===== config.mk =====
export PLATFORM = sky130hd
export DESIGN_NAME = byte_bus_cpu_microstep
export DESIGN_NICKNAME = d
export VERILOG_FILES = /design/src/design/bbcm_pkg.sv /design/src/design/bbcm_alu.sv /design/src/design/byte_bus_cpu_microstep.sv
export SDC_FILE = /design/constraint.sdc
export NUM_CORES = 1
export LEC_CHECK = 0
export ABC_CLOCK_PERIOD_IN_PS = 4750
export BUFFER_PORTS_ARGS = -buffer_cell sky130_fd_sc_hd__buf_4
export CORE_MARGIN = 2
export CORE_UTILIZATION = 23
export DETAILED_ROUTE_END_ITERATION = 16
export PLACE_DENSITY_LB_ADDON = 0.3
export SYNTH_ARGS = -nofsm -noshare
export SYNTH_HDL_FRONTEND = slang
export SYNTH_SLANG_ARGS = --single-unit

===== constraint.sdc =====
create_clock -name i_clk -period 4.75 [get_ports i_clk]
set_clock_uncertainty 0.15 [all_clocks]
set_input_delay 0.95 -clock i_clk [delete_from_list [all_inputs] [get_ports i_clk]]
set_output_delay 0.95 -clock i_clk [all_outputs]
set_load 0.02 [all_outputs]

===== src/design/bbcm_pkg.sv =====
`timescale 1ns / 1ps
`default_nettype none

package bbcm_pkg;

    typedef enum logic [3:0] {
        ALU_A    = 4'd0,
        ALU_ADD  = 4'd1,
        ALU_ADDC = 4'd2,
        ALU_SUB  = 4'd3,
        ALU_SUBC = 4'd4,
        ALU_AND  = 4'd5,
        ALU_NAND = 4'd6,
        ALU_OR   = 4'd7,
        ALU_NOR  = 4'd8,
        ALU_XOR  = 4'd9,
        ALU_NOT  = 4'd10,
        ALU_ASL  = 4'd11,
        ALU_ROL  = 4'd12,
        ALU_ASR  = 4'd13,
        ALU_ROR  = 4'd14,
        ALU_FLG  = 4'd15
    } t_alu_fn;

    typedef struct packed {
        logic n;
        logic z;
        logic v;
        logic c;
    } t_alu_flags;

    localparam int MUX_AMUX  = 0;
    localparam int MUX_CMUX  = 1;
    localparam int MUX_CSMUX = 2;
    localparam int MUX_MDR   = 3;
    localparam int MUX_ANDZ  = 4;

    localparam int CK_N   = 0;
    localparam int CK_Z   = 1;
    localparam int CK_V   = 2;
    localparam int CK_C   = 3;
    localparam int CK_S   = 4;
    localparam int CK_MAR = 5;
    localparam int CK_MDR = 6;
    localparam int CK_REG = 7;

    localparam int FL_N = 4;
    localparam int FL_Z = 3;
    localparam int FL_V = 2;
    localparam int FL_C = 1;
    localparam int FL_S = 0;

    localparam logic [2:0] ST_OK        = 3'd0;
    localparam logic [2:0] ST_ADDR_CHG  = 3'd1;
    localparam logic [2:0] ST_DATA_CHG  = 3'd2;
    localparam logic [2:0] ST_TOO_SOON  = 3'd3;
    localparam logic [2:0] ST_HALTED    = 3'd4;

    localparam logic [1:0] CYC_IDLE  = 2'd0;
    localparam logic [1:0] CYC_ONE   = 2'd1;
    localparam logic [1:0] CYC_TWO   = 2'd2;
    localparam logic [1:0] CYC_THREE = 2'd3;

    function automatic logic [7:0] const_val(input logic [4:0] k);
        logic [7:0] v;
        begin
            unique case (k)
                5'd0:    v = 8'h00;
                5'd1:    v = 8'h01;
                5'd2:    v = 8'h02;
                5'd3:    v = 8'h03;
                5'd4:    v = 8'h04;
                5'd5:    v = 8'h08;
                5'd6:    v = 8'hF0;
                5'd7:    v = 8'hF6;
                5'd8:    v = 8'hFE;
                5'd9:    v = 8'hFF;
                default: v = 8'h00;
            endcase
            return v;
        end
    endfunction

endpackage

`default_nettype wire


===== src/design/bbcm_alu.sv =====
`timescale 1ns / 1ps
`default_nettype none

module bbcm_alu
    import bbcm_pkg::*;
(
    input  wire t_alu_fn    i_fn,
    input  wire logic [7:0] i_a,
    input  wire logic [7:0] i_b,
    input  wire logic       i_cin,
    output logic [7:0]      o_res,
    output t_alu_flags      o_flags
);

    logic [7:0] b_op;
    logic       c_in;
    logic [8:0] sum;
    logic [7:0] r;
    logic       v;
    logic       c;

    always_comb begin
        b_op = ((i_fn == ALU_SUB) || (i_fn == ALU_SUBC)) ? ~i_b : i_b;
        if (i_fn == ALU_ADD) begin
            c_in = 1'b0;
        end else if (i_fn == ALU_SUB) begin
            c_in = 1'b1;
        end else begin
            c_in = i_cin;
        end
        sum = {1'b0, i_a} + {1'b0, b_op} + {8'd0, c_in};
    end

    always_comb begin
        r = 8'd0;
        v = 1'b0;
        c = 1'b0;
        unique case (i_fn)
            ALU_A: r = i_a;
            ALU_ADD, ALU_ADDC, ALU_SUB, ALU_SUBC: begin
                r = sum[7:0];
                c = sum[8];
                v = (i_a[7] ^ sum[7]) & (b_op[7] ^ sum[7]);
            end
            ALU_AND:  r = i_a & i_b;
            ALU_NAND: r = ~(i_a & i_b);
            ALU_OR:   r = i_a | i_b;
            ALU_NOR:  r = ~(i_a | i_b);
            ALU_XOR:  r = i_a ^ i_b;
            ALU_NOT:  r = ~i_a;
            ALU_ASL: begin
                r = {i_a[6:0], 1'b0};
                c = i_a[7];
                v = i_a[7] ^ i_a[6];
            end
            ALU_ROL: begin
                r = {i_a[6:0], i_cin};
                c = i_a[7];
            end
            ALU_ASR: begin
                r = {i_a[7], i_a[7:1]};
                c = i_a[0];
            end
            ALU_ROR: begin
                r = {i_cin, i_a[7:1]};
                c = i_a[0];
            end
            ALU_FLG: begin
                r = 8'd0;
                v = i_a[1];
                c = i_a[0];
            end
        endcase
    end

    always_comb begin
        o_res = r;
        if (i_fn == ALU_FLG) begin
            o_flags.n = i_a[3];
            o_flags.z = i_a[2];
        end else begin
            o_flags.n = r[7];
            o_flags.z = (r == 8'd0);
        end
        o_flags.v = v;
        o_flags.c = c;
    end

endmodule

`default_nettype wire


===== src/design/byte_bus_cpu_microstep.sv =====
// An item is registered at acceptance; its result goes into the output registers when the item advances.
// Throughput: one item per cycle unless the output stalls; ALU and all state updates run as an item advances.
// The register bank read is registered at acceptance, with forwarding from the item in execution.
// Reset clears valids, MAR, MDR, flags and status; bank entries read zero until written, constants fixed.
`timescale 1ns / 1ps
`default_nettype none

module byte_bus_cpu_microstep
    import bbcm_pkg::*;
#(
    parameter int FIRST_CONSTANT_REG = 22
) (
    input  wire logic        i_clk,
    input  wire logic        i_rst_n,
    input  wire logic        i_valid,
    output logic             o_ready,
    input  wire logic [4:0]  i_reg_a_sel,
    input  wire logic [4:0]  i_reg_b_sel,
    input  wire logic [4:0]  i_reg_c_sel,
    input  wire logic [3:0]  i_alu_function,
    input  wire logic [4:0]  i_mux_bits,
    input  wire logic [7:0]  i_clock_enables,
    input  wire logic        i_mem_read,
    input  wire logic        i_mem_write,
    input  wire logic [7:0]  i_mem_read_data,
    input  wire logic        i_last_word,
    output logic             o_valid,
    input  wire logic        i_ready,
    output logic [7:0]       o_c_bus,
    output logic [4:0]       o_flags,
    output logic [15:0]      o_mem_addr,
    output logic             o_mem_write_strobe,
    output logic [7:0]       o_mem_write_data,
    output logic             o_mem_read_taken,
    output logic [2:0]       o_status,
    output logic             o_pause
);

    localparam logic [4:0] FIRST_SEL = 5'(FIRST_CONSTANT_REG);

    logic [7:0]  r_bank [32];
    logic [31:0] r_bank_vld;

    logic        r_s1_valid;
    logic [4:0]  r_c_sel;
    logic [3:0]  r_fn;
    logic [4:0]  r_mux;
    logic [7:0]  r_ck;
    logic        r_mrd;
    logic        r_mwr;
    logic [7:0]  r_rdata;
    logic        r_last;
    logic [7:0]  r_a_mem;
    logic [7:0]  r_b_mem;
    logic [7:0]  r_a_alt;
    logic [7:0]  r_b_alt;
    logic        r_a_use_mem;
    logic        r_b_use_mem;

    logic [7:0]  r_mar_hi;
    logic [7:0]  r_mar_lo;
    logic [7:0]  r_mdr;
    logic [4:0]  r_fl;
    logic [1:0]  r_cyc;
    logic [2:0]  r_status;

    logic        r_out_valid;
    logic [7:0]  r_o_c_bus;
    logic [4:0]  r_o_flags;
    logic [15:0] r_o_addr;
    logic        r_o_strobe;
    logic [7:0]  r_o_wdata;
    logic        r_o_taken;

    logic        adv;
    logic        accept;
    logic        wr_en;
    logic [7:0]  a_bus;
    logic [7:0]  b_bus;
    logic [7:0]  alu_left;
    logic        cin;
    logic [7:0]  alu_res;
    t_alu_flags  alu_fl;
    logic [1:0]  n_cyc;
    logic        wstrobe;
    logic        mar_load;
    logic        mar_fault;
    logic [4:0]  n_fl;
    logic [7:0]  cout;
    logic        mdr_from_c;
    logic        mdr_late;
    logic        mdr_from_mem;
    logic        mdr_early;
    logic [2:0]  n_status;
    logic [7:0]  n_a_alt;
    logic [7:0]  n_b_alt;
    logic        n_a_use_mem;
    logic        n_b_use_mem;

    assign adv     = r_s1_valid && (!r_out_valid || i_ready);
    assign o_ready = !r_s1_valid || adv;
    assign accept  = i_valid && o_ready;

    assign a_bus    = r_a_use_mem ? r_a_mem : r_a_alt;
    assign b_bus    = r_b_use_mem ? r_b_mem : r_b_alt;
    assign alu_left = r_mux[MUX_AMUX] ? a_bus : r_mdr;
    assign cin      = r_mux[MUX_CSMUX] ? r_fl[FL_S] : r_fl[FL_C];

    bbcm_alu u_alu (
        .i_fn    (t_alu_fn'(r_fn)),
        .i_a     (alu_left),
        .i_b     (b_bus),
        .i_cin   (cin),
        .o_res   (alu_res),
        .o_flags (alu_fl)
    );

    always_comb begin
        if (r_mwr || r_mrd) begin
            n_cyc = (r_cyc == CYC_THREE) ? CYC_ONE : r_cyc + 2'd1;
        end else begin
            n_cyc = CYC_IDLE;
        end
        wstrobe   = r_mwr && (r_cyc == CYC_TWO);
        mar_fault = r_ck[CK_MAR] && (n_cyc != CYC_IDLE);
        mar_load  = r_ck[CK_MAR] && (n_cyc == CYC_IDLE);

        n_fl = r_fl;
        if (r_ck[CK_N]) n_fl[FL_N] = alu_fl.n;
        if (r_ck[CK_Z]) n_fl[FL_Z] = alu_fl.z && (!r_mux[MUX_ANDZ] || r_fl[FL_Z]);
        if (r_ck[CK_V]) n_fl[FL_V] = alu_fl.v;
        if (r_ck[CK_C]) n_fl[FL_C] = alu_fl.c;
        if (r_ck[CK_S]) n_fl[FL_S] = alu_fl.c;

        cout = r_mux[MUX_CMUX] ? alu_res
                               : {4'd0, n_fl[FL_N], n_fl[FL_Z], n_fl[FL_V], n_fl[FL_C]};

        mdr_from_c   = r_ck[CK_MDR] && r_mux[MUX_MDR];
        mdr_late     = mdr_from_c && (n_cyc == CYC_THREE);
        mdr_from_mem = r_ck[CK_MDR] && !r_mux[MUX_MDR] && (n_cyc == CYC_THREE);
        mdr_early    = r_ck[CK_MDR] && !r_mux[MUX_MDR] && (n_cyc != CYC_THREE);

        n_status = r_status;
        if (mar_fault)   n_status = ST_ADDR_CHG;
        if (mdr_late)    n_status = ST_DATA_CHG;
        if (mdr_early)   n_status = ST_TOO_SOON;
        if (r_last)      n_status = ST_HALTED;

        wr_en = adv && r_ck[CK_REG] && (r_c_sel < FIRST_SEL);
    end

    always_comb begin
        if (wr_en && (r_c_sel == i_reg_a_sel)) begin
            n_a_alt     = cout;
            n_a_use_mem = 1'b0;
        end else if (i_reg_a_sel >= FIRST_SEL) begin
            n_a_alt     = const_val(i_reg_a_sel - FIRST_SEL);
            n_a_use_mem = 1'b0;
        end else begin
            n_a_alt     = 8'd0;
            n_a_use_mem = r_bank_vld[i_reg_a_sel];
        end
        if (wr_en && (r_c_sel == i_reg_b_sel)) begin
            n_b_alt     = cout;
            n_b_use_mem = 1'b0;
        end else if (i_reg_b_sel >= FIRST_SEL) begin
            n_b_alt     = const_val(i_reg_b_sel - FIRST_SEL);
            n_b_use_mem = 1'b0;
        end else begin
            n_b_alt     = 8'd0;
            n_b_use_mem = r_bank_vld[i_reg_b_sel];
        end
    end

    always_ff @(posedge i_clk) begin
        if (wr_en) begin
            r_bank[r_c_sel] <= cout;
        end
        if (accept) begin
            r_a_mem <= r_bank[i_reg_a_sel];
            r_b_mem <= r_bank[i_reg_b_sel];
        end
    end

    always_ff @(posedge i_clk) begin
        if (!i_rst_n) begin
            r_bank_vld <= '0;
        end else if (wr_en) begin
            r_bank_vld[r_c_sel] <= 1'b1;
        end
    end

    always_ff @(posedge i_clk) begin
        if (accept) begin
            r_c_sel     <= i_reg_c_sel;
            r_fn        <= i_alu_function;
            r_mux       <= i_mux_bits;
            r_ck        <= i_clock_enables;
            r_mrd       <= i_mem_read;
            r_mwr       <= i_mem_write;
            r_rdata     <= i_mem_read_data;
            r_last      <= i_last_word;
            r_a_alt     <= n_a_alt;
            r_b_alt     <= n_b_alt;
            r_a_use_mem <= n_a_use_mem;
            r_b_use_mem <= n_b_use_mem;
        end
    end

    always_ff @(posedge i_clk) begin
        if (!i_rst_n) begin
            r_s1_valid  <= 1'b0;
            r_out_valid <= 1'b0;
            r_mar_hi    <= 8'd0;
            r_mar_lo    <= 8'd0;
            r_mdr       <= 8'd0;
            r_fl        <= 5'd0;
            r_cyc       <= CYC_IDLE;
            r_status    <= ST_OK;
        end else begin
            if (accept) begin
                r_s1_valid <= 1'b1;
            end else if (adv) begin
                r_s1_valid <= 1'b0;
            end
            if (adv) begin
                r_out_valid <= 1'b1;
            end else if (i_ready) begin
                r_out_valid <= 1'b0;
            end
            if (adv) begin
                r_cyc    <= n_cyc;
                r_fl     <= n_fl;
                r_status <= n_status;
                if (mar_load) begin
                    r_mar_hi <= a_bus;
                    r_mar_lo <= b_bus;
                end
                if (mdr_from_c) begin
                    r_mdr <= cout;
                end else if (mdr_from_mem) begin
                    r_mdr <= r_rdata;
                end
            end
        end
    end

    always_ff @(posedge i_clk) begin
        if (adv) begin
            r_o_c_bus  <= cout;
            r_o_flags  <= n_fl;
            r_o_addr   <= {r_mar_hi, r_mar_lo};
            r_o_strobe <= wstrobe;
            r_o_wdata  <= wstrobe ? r_mdr : 8'd0;
            r_o_taken  <= mdr_from_mem;
        end
    end

    assign o_valid            = r_out_valid;
    assign o_c_bus            = r_o_c_bus;
    assign o_flags            = r_o_flags;
    assign o_mem_addr         = r_o_addr;
    assign o_mem_write_strobe = r_o_strobe;
    assign o_mem_write_data   = r_o_wdata;
    assign o_mem_read_taken   = r_o_taken;
    assign o_status           = r_status;
    assign o_pause            = (r_status != ST_OK);

    a_status_sticky : assert property (@(posedge i_clk) disable iff (!i_rst_n)
        (r_status != ST_OK) |=> (r_status != ST_OK))
        else $error("sticky status returned to ok");

    a_s1_held : assert property (@(posedge i_clk) disable iff (!i_rst_n)
        (r_s1_valid && !adv) |=> (r_s1_valid && $stable(r_fn) && $stable(r_c_sel)))
        else $error("waiting item lost or changed");

    a_wdata_zero : assert property (@(posedge i_clk) disable iff (!i_rst_n)
        (r_out_valid && !r_o_strobe) |-> (r_o_wdata == 8'd0))
        else $error("write data not zero without strobe");

    a_const_never_written : assert property (@(posedge i_clk) disable iff (!i_rst_n)
        wr_en |-> (r_c_sel < FIRST_SEL))
        else $error("write into constant entry");

endmodule

`default_nettype wire


# == Yosys cells after proc, flatten, opt, wreduce, memory -nomap -nowiden ==
# Memory sizes are Yosys's and may differ from the RTL's. A register that Yosys moved wholly into a read port is not among the register bits.
# Cells that the tools add are included.
# word_totals
ram_bits,256
rom_bits,256
ff_bits,158
word_cells,160
memories,3
# classes
muxes,43
magnitude_cmp,7
bitwise,12
add_sub_neg,5
n_reduce_logical,42
n_eq_ne,21
# mem_list
memory,words,word_bits,rd,rd_clocked_by_memory_dff,wr,line,text
r_bank,32,8,2,2,1,byte_bus_cpu_microstep.sv:41,logic [7:0] r_bank [32];
(name not given),16,8,1,0,0,bbcm_pkg.sv:67,unique case (k)
(name not given),16,8,1,0,0,bbcm_pkg.sv:67,
# op_table
op,n
8-bit 2-to-1 mux,13
8-bit one-hot mux with 13 select lines,1
"4-bit == test, second input constant",8
8-bit inverter,4
32-bit bitwise OR,1
"5-bit by 6-bit less-than comparator with 1-bit output, second input constant",3
1-bit 2-to-1 mux,17
"4-bit by 3-bit == test with 1-bit output, second input constant",4
1-bit logical AND,16
3-bit 2-to-1 mux,4
1-bit binary-select mux with 5-bit select,2
5-bit == test,2
"5-bit greater-or-equal comparator, second input constant",2
"5-bit subtractor, second input constant",2
8-bit by 8-bit adder with 9-bit output,1
9-bit by 1-bit adder with 9-bit output,1
8-bit bitwise AND,1
"4-bit by 2-bit == test with 1-bit output, second input constant",2
8-bit zero test,1
8-bit bitwise OR,1
2-bit nonzero test,4
8-bit bitwise XOR,1
"2-bit == test, second input constant",3
2-bit 2-to-1 mux,3
other kinds (19),33

# == Depth between registers and ports, before layout ==
# Gate-level depths: netlist (run 1).
# depth
depth_word,12
depth_mapped,17

# == Hierarchy ==
# A second synthesis (run 1) with hierarchy kept.
# hier_totals
cells_unflattened,1429
hier_area_um2,20767.4
# by_module_without_submodules
module,cells_each,n_inst,seq_area_each_um2,area_per_inst_um2
byte_bus_cpu_microstep,1154,1,12071.6,18863.1
bbcm_alu,275,1,0.0,1904.3

# == Least setup slack after synthesis (run 1) ==
# No wires, ideal clock.
# synth_timing
path_kind,register to register
start,register r_fn[3]
end,"register r_o_c_bus[2] (netlist: o_c_bus[2]), data pin"
n_path_buf,3
arrival_time_ns,4.125
path_slack_ns,0.202
path_stages_with_launch,18
cell_sequence,edfxtp_1 buf_2 clkbuf_1 clkbuf_1 o21ai_0 o31ai_1 fa_1 inv_1 fa_1 a211oi_1 o21ai_0 a21o_1 a32o_1 a2bb2oi_1 or2_2 nor4_2 nor3b_1 inv_1
# synth_between
elab_chain_len,11
word_cells_on_any_way,29
# synth_lines
element,line,text
from (decl),byte_bus_cpu_microstep.sv:46,logic [3:0] r_fn;
from (signal assigned),byte_bus_cpu_microstep.sv:196,r_fn <= i_alu_function;
4-bit by 2-bit == test with 1-bit output / 4-bit by 3-bit == test with 1-bit output (equally long branches),"bbcm_alu.sv:23, bbcm_alu.sv:26, bbcm_alu.sv:38",
1-bit logical OR,bbcm_alu.sv:23,b_op = ((i_fn == ALU_SUB) || (i_fn == ALU_SUBC)) ? ~i_b : i_b;
8-bit 2-to-1 mux,bbcm_alu.sv:23,
8-bit by 8-bit adder with 9-bit output,bbcm_alu.sv:31,"sum = {1'b0, i_a} + {1'b0, b_op} + {8'd0, c_in};"
9-bit by 1-bit adder with 9-bit output,bbcm_alu.sv:31,
8-bit one-hot mux with 13 select lines,bbcm_alu.sv:38,unique case (i_fn)
8-bit zero test,bbcm_alu.sv:83,o_flags.z = (r == 8'd0);
2-bit 2-to-1 mux,bbcm_alu.sv:78,if (i_fn == ALU_FLG) begin
1-bit logical AND,byte_bus_cpu_microstep.sv:130,if (r_ck[CK_Z]) n_fl[FL_Z] = alu_fl.z && (!r_mux[MUX_ANDZ] || r_fl[FL_Z]);
1-bit 2-to-1 mux,byte_bus_cpu_microstep.sv:130,
8-bit 2-to-1 mux (*),byte_bus_cpu_microstep.sv:135,cout = r_mux[MUX_CMUX] ? alu_res
net cout[2],byte_bus_cpu_microstep.sv:89,logic [7:0] cout;
to (signal assigned),byte_bus_cpu_microstep.sv:250,r_o_c_bus <= cout;
to (decl),byte_bus_cpu_microstep.sv:68,logic [7:0] r_o_c_bus;
# Mark *: on every way through the listed nets, which the timed path passes. The rest lies on a longest branch.
# A chain may end at the register's enable or synchronous reset.

# == Worst setup path after layout (run 1) ==
# layout_timing
start,register r_fn[0]
end,"memory r_bank[20][2], data pin"
# layout_between
elab_chain_len,11
word_cells_on_any_way,29
# layout_lines
element,line
4-bit by 2-bit == test with 1-bit output / 4-bit by 3-bit == test with 1-bit output (equally long branches),"bbcm_alu.sv:23, bbcm_alu.sv:26, bbcm_alu.sv:38"
1-bit logical OR,bbcm_alu.sv:23
8-bit 2-to-1 mux,bbcm_alu.sv:23
8-bit by 8-bit adder with 9-bit output,bbcm_alu.sv:31
9-bit by 1-bit adder with 9-bit output,bbcm_alu.sv:31
8-bit one-hot mux with 13 select lines,bbcm_alu.sv:38
8-bit zero test,bbcm_alu.sv:83
2-bit 2-to-1 mux,bbcm_alu.sv:78
1-bit logical AND,byte_bus_cpu_microstep.sv:130
1-bit 2-to-1 mux,byte_bus_cpu_microstep.sv:130
8-bit 2-to-1 mux (*),byte_bus_cpu_microstep.sv:135
net cout[2],byte_bus_cpu_microstep.sv:89
to (decl),byte_bus_cpu_microstep.sv:41
# Marks and branches as above.

==> results.sh, run 1 <==
export IMPL_rr_startpoint="r_fn[0]"
export IMPL_syn_inst=1330
export IMPL_clk_pin_slew_worst_paths_ps=60
export IMPL_path_cells="and2_1 -> nand2_1 -> a21oi_4 -> xnor2_1 -> fa_1 -> inv_1 -> fa_1 -> o22a_1 -> a22oi_1 -> o311ai_0 -> o22ai_1 -> or4b_1 -> nor4_2 -> nor3b_2 -> inv_1 -> buf_12"
export IMPL_first_pass_iters=5
export IMPL_reg2reg_to="r_bank[20][2]"
export IMPL_die_y_um=300.6
export IMPL_fin_util_pct=28.35
export IMPL_drive_above_1_share_pct=28.11
export IMPL_cp_start_kind="register"
export IMPL_critPathLaunch="r_fn[0]"
export IMPL_cts_buffers=49
export IMPL_ant_nets=0
export IMPL_cts_sinks=422
export IMPL_layout_common_cells="362 x edfxtp_1, 161 x mux4_2, 157 x buf_4, 134 x nor2_1, 80 x conb_1"
export IMPL_cpMaxStageDelayCell="edfxtp_1"
export IMPL_crit_fanout=33
export IMPL_drt_wl_total_um=59600
export IMPL_layout_commonest_cell="edfxtp_1"
export IMPL_clock_latency_ps=580
export IMPL_num_vias=12620
export IMPL_initialDrtViolationCount=981
export IMPL_cts_max_path_buffers=3
export IMPL_hold_buffers=0
export IMPL_relSlewSlack_pct=22.04
export IMPL_num_io_pins=92
export IMPL_setup_tns_final_ps=0
export IMPL_grt_antenna_before_repair=2
export IMPL_grt_setup_unrepaired="no"
export IMPL_final_nets=1619
export IMPL_hold_violations=0
export IMPL_place_hpwl_um=39910
export IMPL_drcViolationCount=0
export IMPL_syn_to_final_growth_pct=21.94
export IMPL_endpoint_kind="register"
export IMPL_placed_cell_area_um2=22980
export IMPL_cp_required_ps=5020
export IMPL_worst_ep_arrival_time_ps=4790
export IMPL_synth_avg_cell_area_um2=15.21
export IMPL_syn_area_um2=20230
export IMPL_whs_endpoint="o_mem_addr[5]"
export IMPL_overflow=0
export IMPL_die_x_um=300.6
export IMPL_setup_viol=0
export IMPL_coreArea_um2=87020
export IMPL_maxCapViolations=0
export IMPL_p_leak_nw=8.666
export IMPL_place_congestion=0.8698
export IMPL_register_area_um2=12070
export IMPL_ys_seq_area_share_pct=59.67
export IMPL_critPathBufInv=3
export IMPL_start_util_pct=23.25
export IMPL_num_rows=108
export IMPL_port_buffers=91
export IMPL_vdd_drop_max_uv=261.1
export IMPL_multi_input_area_um2=8004
export IMPL_yosys_warnings=0
export IMPL_die_area_um2=90350
export IMPL_grt_pass1_wl_um=87110
export IMPL_period_share_pct=95.13
export IMPL_crit_path_max_incr_delay_ps=490
export IMPL_power_density_nw_per_um2=380.9
export IMPL_design_area_um2=24670
export IMPL_hold_start="r_mar_lo[5]"
export IMPL_fillers=8800
export IMPL_cts_setup_buffers=0
export IMPL_holdPathStages=0
export IMPL_async_flop_share_pct=0
export IMPL_ys_seq_elements=422
export IMPL_layout_min_cycle_time_ps=4519
export IMPL_synth_distinct_cells=70
export IMPL_grt_max_degree=68
export IMPL_clockRootBuffer="clkbuf_16"
export IMPL_vias_per_cell=4.620
export IMPL_hp_class="reg2reg"
export IMPL_reg2reg_depth=16
export IMPL_grt_pass1_vias=12970
export IMPL_cts_tree="done"
export IMPL_reg2reg_slack_ps=230
export IMPL_crit_type="reg2reg"
export IMPL_grt_usage_pct=13.09
export IMPL_synth_edf_count=362
export IMPL_slew_violations=0
export IMPL_clock_fmax_mhz=221.3
export IMPL_n_antenna_cell=0
export IMPL_worstMarginPinSlew_ps=1169
export IMPL_status="finished, final reports clean"
export IMPL_post_drt_wl_per_cell_um=21.82
export IMPL_critical_path_top_delay_family="simple AND/OR/NAND/NOR gates"
export IMPL_synth_flop_cell="edfxtp_1"
export IMPL_htree_levels=2
==> Yosys cell counts (12+ instances only) <==
library cell | number | area, um2
dfxtp_1 | 60 | 1201
mux2i_1 | 54 | 540.5
nand3_1 | 16 | 80.08
a211oi_1 | 23 | 172.7
o21ai_0 | 44 | 220.2
nand2_1 | 57 | 214.0
xnor2_1 | 21 | 183.9
o22ai_1 | 13 | 81.33
clkbuf_1 | 50 | 187.7
inv_1 | 38 | 142.6
a21o_1 | 13 | 97.59
edfxtp_1 | 362 | 10870
mux2_2 | 12 | 135.1
mux4_2 | 161 | 3626
ha_1 | 33 | 412.9
a21oi_1 | 40 | 200.2
buf_1 | 23 | 86.33
buf_2 | 13 | 65.06
nor2_1 | 144 | 540.5
==> area by class of cell <==
class	count	area share [%]
Sequential cell	422	48.93
Clock buffer	72	5.812
Inverter	38	0.5782
Clock inverter	18	0.9534
Tap cell	1155	5.858
Timing Repair Buffer	165	5.426
Multi-Input combinational cell	861	32.44
==> power breakdown <==
part	total [mW]	internal, mW	switching [mW]
clock	3.88	2.36	1.51
sequential	4.35	4.27	0.0851
combinational	1.17	0.490	0.680
==> layer usage <==
layer,track usage (%),wire (um)
met1,16.21,24270
met2,23.44,30600
met3,2.165,3144
met4,3.637,1549
met5,0,22
==> registers in the layout, indices dropped and copies added (netlist names), 8 cells and up <==
register / flops
r_rdata: 8
r_mar_lo: 8
r_b_mem: 8
r_mar_hi: 8
o_mem_write_data: 8
o_mem_addr: 16
r_b_alt: 8
r_bank_vld: 24
r_a_mem: 8
r_bank: 256
r_ck: 8
r_a_alt: 8
r_mdr: 8
o_c_bus: 8
==> kinds of logic (layout without fill, tap and decap cells) <==
logic type               after synthesis  count (layout)  share of synthesized area [%]
flip-flops                           422             422                          59.67
AND/OR/NAND/NOR                      294             294                          6.654
multiplexers                         227             227                          21.26
AO/OA/AOI/OAI                        197             197                          6.475
buffers and inverters                126             293                          2.474
adder cells (fa/ha/maj)               35              35                          2.239
XOR/XNOR                              28              28                          1.212
other                                  1              80                        0.01854
==> worst max path at each step <==
stage	to	slack, ps	cells after the start
detailed placement	r_bank[18][0]	6	16
CTS	r_bank[19][0]	110	17
finish	r_bank[20][2]	230	16
global placement	r_bank[22][0]	170	16
global route	r_bank[6][2]	10	16
floorplan	o_c_bus[2]	200	17
==> repair_timing <==
action	CTS	global route
pin swaps	0	1
endpoints found under the hold margin	0	0
resized for setup	2	3
endpoints found under the setup margin	33	66
==> metrics by stage <==
| stage | std cells | hold slack (ps) | power (mW) | setup slack, ps |
|---|---|---|---|---|
| CTS | 2731 | 282.3 | 9.529 | 109.9 |
| global placement | 2641 | 270.9 | 5.593 | 168.1 |
| floorplan | 1409 | 259.0 | 5.131 | 201.8 |
| global route | 2731 | 298.6 | 9.762 | 12.26 |
| detailed placement | 2641 | 267.5 | 5.607 | 6.273 |
| finish | 2731 | 279.5 | 9.398 | 231.4 |
No activity file was read; power rests on OpenSTA's default activity.
==> inputs of run 2 (changes only) <==
--- a/config.mk
+++ b/config.mk
@@ -10,7 +10,8 @@
 export CORE_MARGIN = 2
 export CORE_UTILIZATION = 23
 export DETAILED_ROUTE_END_ITERATION = 16
-export PLACE_DENSITY_LB_ADDON = 0.3
+export PLACE_DENSITY = 0.45
+export SKIP_CTS_REPAIR_TIMING = 1
 export SYNTH_ARGS = -nofsm -noshare
 export SYNTH_HDL_FRONTEND = slang
 export SYNTH_SLANG_ARGS = --single-unit
==> run 2 against run 1 <==
Setup slack improved by 160 ps. Core utilization about the same. Register-to-register slack improved by 160 ps. Critical path type unchanged. Count of clock-buffer cells in the layout increased by 1. Final area about the same. Sequential cell count unchanged. Cell count increased by 0.51%. First-iteration DRC count decreased by 3.4%. Sequential power about the same.
==> results.sh, run 2 (synthesis gave the netlist of run 1 again) <==
export IMPL_status="finished, final reports clean"
export IMPL_slew_violations=0
export IMPL_vdd_drop_max_uv=261.0
export IMPL_hold_violations=0
export IMPL_initialDrtViolationCount=948
export IMPL_start_util_pct=23.25
export IMPL_period_share_pct=91.86
export IMPL_grt_antenna_before_repair=2
export IMPL_multi_input_area_um2=8009
export IMPL_cts_sinks=422
export IMPL_cts_tree="done"
export IMPL_power_density_nw_per_um2=378.4
export IMPL_grt_pass1_vias=13030
export IMPL_largest_reg_flops=256
export IMPL_worst_ep_arrival_time_ps=4620
export IMPL_cpMaxStageDelayCell="or4b_1"
export IMPL_grt_setup_unrepaired="no"
export IMPL_layout_commonest_cell="edfxtp_1"
export IMPL_grt_max_degree=68
export IMPL_die_x_um=300.6
export IMPL_vias_per_cell=4.620
export IMPL_critPathBufInv=3
export IMPL_layout_setup_ws_ps=386.6
export IMPL_crit_fanout=33
export IMPL_drive_above_1_share_pct=28.62
export IMPL_endpoint_kind="register"
export IMPL_cts_max_path_buffers=3
export IMPL_cp_required_ps=5000
export IMPL_crit_path_max_incr_delay_ps=470
export IMPL_clock_latency_ps=600
export IMPL_num_vias=12680
export IMPL_maxCapViolations=0
export IMPL_n_antenna_cell=0
export IMPL_layout_min_cycle_time_ps=4363
export IMPL_place_congestion=0.8596
export IMPL_setup_viol=0
export IMPL_p_leak_nw=8.671
export IMPL_clock_fmax_mhz=229.2
export IMPL_port_buffers=91
export IMPL_post_drt_wl_per_cell_um=22.53
export IMPL_hp_class="reg2reg"
export IMPL_final_nets=1630
export IMPL_grt_usage_pct=13.52
export IMPL_place_hpwl_um=41950
export IMPL_overflow=0
export IMPL_coreArea_um2=87020
export IMPL_drt_wl_total_um=61850
export IMPL_critical_path_top_delay_family="simple AND/OR/NAND/NOR gates"
export IMPL_register_area_um2=12070
export IMPL_ant_nets=0
export IMPL_first_pass_iters=5
export IMPL_die_area_um2=90350
export IMPL_htree_levels=2
export IMPL_cp_start_kind="register"
export IMPL_path_cells="and2_1 -> nand2_1 -> a21oi_4 -> xnor2_1 -> fa_1 -> inv_1 -> fa_1 -> o22a_1 -> a22oi_1 -> o311ai_1 -> o22ai_1 -> or4b_1 -> nor4_2 -> nor3b_2 -> inv_1 -> buf_6"
export IMPL_drcViolationCount=0
export IMPL_clk_pin_slew_worst_paths_ps=60
export IMPL_place_ws_ps=208.3
export IMPL_num_io_pins=92
export IMPL_cts_buffers=51
export IMPL_grt_pass1_wl_um=89260
export IMPL_setup_tns_final_ps=0
export IMPL_top_register="r_bank"
export IMPL_die_y_um=300.6
export IMPL_fillers=8811
export IMPL_power_total_mw=9.329
export IMPL_relSlewSlack_pct=31.25
export IMPL_layout_common_cells="362 x edfxtp_1, 170 x buf_4, 161 x mux4_2, 134 x nor2_1, 80 x conb_1"
export IMPL_worstMarginPinSlew_ps=1030
export IMPL_fin_util_pct=28.33
export IMPL_crit_type="reg2reg"
export IMPL_clockRootBuffer="clkbuf_16"
export IMPL_syn_to_final_growth_pct=21.85
export IMPL_num_rows=108
run 2: worst register-to-register path, delay by kind of cell, from the launching register on:
family / cells / cell delay [ps]
simple gates: 5 / 1280
fa+ha+maj: 2 / 830
buf+inv: 3 / 460
xor+xnor: 1 / 150
compound gates: 5 / 830
flops: 1 / 460
run 2: area by class of cell:
type	instances	share of cell area [%]
clock buffers	73	5.842
clock inverters	22	0.7968
inverters	38	0.5786
multi-input cells	861	32.49
flip-flops and latches	422	48.97
well taps	1155	5.862
repair buffers	174	5.466
run 2: worst paths after layout:
kind | start | to | slack [ps] | cells past startpoint
hold / removal | r_mar_lo[7] | o_mem_addr[7] | 280 | 0
setup reg to reg | r_fn[0] | r_bank[0][2] | 390 | 16
hold reg to reg | r_mar_lo[7] | o_mem_addr[7] | 280 | 0
setup / recovery | r_fn[0] | r_bank[0][2] | 390 | 16
run 2: power by group:
| group | leakage, nW | total (mW) | switching (mW) | internal, mW |
|---|---|---|---|---|
| clock network | 0.799 | 3.79 | 1.57 | 2.22 |
| registers | 3.94 | 4.35 | 0.0803 | 4.27 |
| logic | 3.94 | 1.19 | 0.703 | 0.490 |
run 2: per-layer routing:
metal | global-route usage, % | share of wire (%) | vias up
li1 | - | - | 5630
met1 | 16.95 | 41 | 6532
met2 | 23.68 | 50 | 406
met3 | 1.999 | 4.8 | 113
met4 | 4.738 | 3.4 | 2
met5 | 0 | 0.018 | -
run 2: stage by stage:
stage	area [um2]	std cells	hold WS, ps
2_1_floorplan	20530	1409	259.0
3_3_place_gp	22990	2650	265.1
3_5_place_dp	22990	2650	268.5
4_1_cts	24630	2745	281.5
5_1_grt	24650	2745	294.8
6_report	24650	2745	281.2
==> inputs of run 3 (changes only) <==
--- a/config.mk
+++ b/config.mk
@@ -5,7 +5,7 @@
 export SDC_FILE = /design/constraint.sdc
 export NUM_CORES = 1
 export LEC_CHECK = 0
-export ABC_CLOCK_PERIOD_IN_PS = 4750
+export ABC_CLOCK_PERIOD_IN_PS = 3500
 export BUFFER_PORTS_ARGS = -buffer_cell sky130_fd_sc_hd__buf_4
 export CORE_MARGIN = 2
 export CORE_UTILIZATION = 23
==> constraint.sdc (replaced) <==
create_clock -name i_clk -period 3.5 [get_ports i_clk]
set_clock_uncertainty 0.15 [all_clocks]
set_input_delay 0.7 -clock i_clk [delete_from_list [all_inputs] [get_ports i_clk]]
set_output_delay 0.7 -clock i_clk [all_outputs]
set_load 0.02 [all_outputs]
==> run 3 against run 2 <==
The run now ends with setup timing left. Combinational power up 75%. Non-clock buffer count increased by 131. Core utilization increased by 2.1 points. Hold slack lost 160 ps. Routed wire length rose by 3.2%. Largest power group unchanged.
==> results.sh, run 3 (synthesis gave the netlist of run 1 again) <==
export IMPL_first_pass_iters=5
export IMPL_syn_to_final_growth_pct=30.92
export IMPL_num_rows=108
export IMPL_critPathBufInv=2
export IMPL_path_cells="and2_4 -> nand2_4 -> a21oi_4 -> xnor2_2 -> fa_2 -> inv_2 -> fa_2 -> a211oi_2 -> nor2_1 -> xnor2_1 -> o31a_1 -> a32oi_2 -> or2_4 -> nor4_4 -> nor3b_4 -> bufinv_8"
export IMPL_dp_cells=2758
export IMPL_status="complete, but fails checks"
export IMPL_fillers=8769
export IMPL_cpMaxStageDelayCell="nor3b_4"
export IMPL_fin_util_pct=30.44
export IMPL_die_area_um2=90350
export IMPL_die_x_um=300.6
export IMPL_cts_max_path_buffers=3
export IMPL_place_hpwl_um=43330
export IMPL_power_density_nw_per_um2=507.1
export IMPL_grt_setup_unrepaired="yes"
export IMPL_largest_reg_flops=256
export IMPL_setup_viol=253
export IMPL_multi_input_area_um2=8352
export IMPL_crit_type="reg2reg"
export IMPL_cts_buffers=50
export IMPL_power_total_mw=13.43
export IMPL_drive_above_1_share_pct=37.34
export IMPL_p_switching_mw=3.330
export IMPL_layout_common_cells="362 x edfxtp_1, 266 x buf_4, 161 x mux4_2, 141 x nor2_1, 80 x conb_1"
export IMPL_maxCapViolations=0
export IMPL_initialDrtViolationCount=1001
export IMPL_drt_wl_total_um=63820
export IMPL_layout_commonest_cell="edfxtp_1"
export IMPL_power_internal_mw=10.10
export IMPL_place_ws_ps=-660.2
export IMPL_port_buffers=91
export IMPL_pwr_share_seq_pct=43.9
export IMPL_post_drt_wl_per_cell_um=22.18
export IMPL_cts_tree="done"
export IMPL_cp_required_ps=3700
export IMPL_cp_start_kind="register"
export IMPL_hp_class="in2reg"
export IMPL_crit_top_cell="fa_2"
export IMPL_clockRootBuffer="clkbuf_16"
export IMPL_endpoint_kind="register"
export IMPL_power_frac_comb_pct=15.5
export IMPL_coreArea_um2=87020
export IMPL_rr_startpoint="r_fn[0]"
export IMPL_grt_pass1_vias=13580
export IMPL_grt_antenna_before_repair=4
export IMPL_p_leak_nw=9.567
export IMPL_crit_fanout=6
export IMPL_crit_path_max_incr_delay_ps=560
export IMPL_place_congestion=0.8656
export IMPL_critical_path_top_delay_family="simple AND/OR/NAND/NOR gates"
export IMPL_clockPowerShare_pct=40.6
export IMPL_violations="setup timing"
export IMPL_worstMarginPinSlew_ps=714.5
export IMPL_grt_pass1_wl_um=90910
export IMPL_htree_levels=2
export IMPL_grt_max_degree=39
export IMPL_relSlewSlack_pct=52.19
export IMPL_top_register="r_bank"
export IMPL_layout_setup_ws_ps=-545.9
export IMPL_ant_nets=0
export IMPL_swShare_pct=24.79
export IMPL_die_y_um=300.6
export IMPL_hold_start="i_reg_c_sel[1]"
export IMPL_vdd_drop_max_uv=333.9
export IMPL_start_util_pct=23.25
export IMPL_clk_pin_slew_worst_paths_ps=60
export IMPL_final_nets=1763
export IMPL_grt_usage_pct=13.79
export IMPL_drcViolationCount=0
export IMPL_period_share_pct=115.6
export IMPL_slew_violations=0
export IMPL_num_vias=13150
export IMPL_vias_per_cell=4.569
export IMPL_clock_latency_ps=600
export IMPL_cts_sinks=422
export IMPL_critPathLaunch="r_fn[0]"
export IMPL_worst_ep_arrival_time_ps=4240
export IMPL_overflow=0
export IMPL_layout_min_cycle_time_ps=4046
export IMPL_clock_fmax_mhz=247.2
export IMPL_register_area_um2=12070
export IMPL_num_io_pins=92
export IMPL_fin_cells=2878
export IMPL_hold_violations=0
-- run 3: power groups by stage --
stage | clock (mW) | combinational [mW] | sequential [mW]
after global placement | 0 | 1.87 | 5.99
after floorplan | 0 | 1.04 | 5.98
after global routing | 5.82 | 2.24 | 5.92
final | 5.45 | 2.08 | 5.90
after detailed placement | 0 | 1.88 | 6.00
after CTS | 5.61 | 1.88 | 5.90
-- run 3: path summary, 6_finish.rpt --
kind                            slack, ps  depth (start not counted)             end
worst max-delay path                 -550                         16    r_bank[8][2]
worst min-delay path                  120                          1      r_c_sel[1]
worst max register to register       -550                         16    r_bank[8][2]
worst min register to register        280                          0  o_mem_addr[11]
-- run 3: layout make-up --
| cell class | instances | area share (%) |
|---|---|---|
| diodes | 1 | 0.009448 |
| clock buffers | 73 | 5.636 |
| clock inverters | 20 | 0.9353 |
| inverters | 38 | 0.7228 |
| multi-input cells | 861 | 31.53 |
| flip-flops and latches | 422 | 45.58 |
| well taps | 1155 | 5.456 |
| repair buffers | 305 | 10.05 |
| repair inverters | 3 | 0.08503 |
-- run 3: worst reg2reg max path: cells and delay by family (launching register included) --
kind / cells / cell delay, ps
AND/OR/NAND/NOR: 6 / 1090
AO/OA/AOI/OAI: 4 / 870
adder cells (fa/ha/maj): 2 / 590
XOR/XNOR: 2 / 260
buffers and inverters: 2 / 370
flip-flops: 1 / 440
-- run 3: layer usage --
layer | GRT usage (%) | part of all wire (%) | up-vias
met4 | 4.892 | 3.1 | 4
met3 | 2.828 | 5.3 | 109
met5 | 0 | 0.044 | -
li1 | - | - | 5904
met1 | 17.06 | 41 | 6791
met2 | 23.80 | 50 | 342
-- run 3: per-stage QoR --
stage	TNS [ps]	cell area [um2]	hold WS, ps
2_1_floorplan	-24360	20720	259.0
3_3_place_gp	-109930	24100	265.0
3_5_place_dp	-121770	24100	266.4
4_1_cts	-130130	25840	85.49
5_1_grt	-106460	26480	93.20
6_report	-67350	26490	124.1
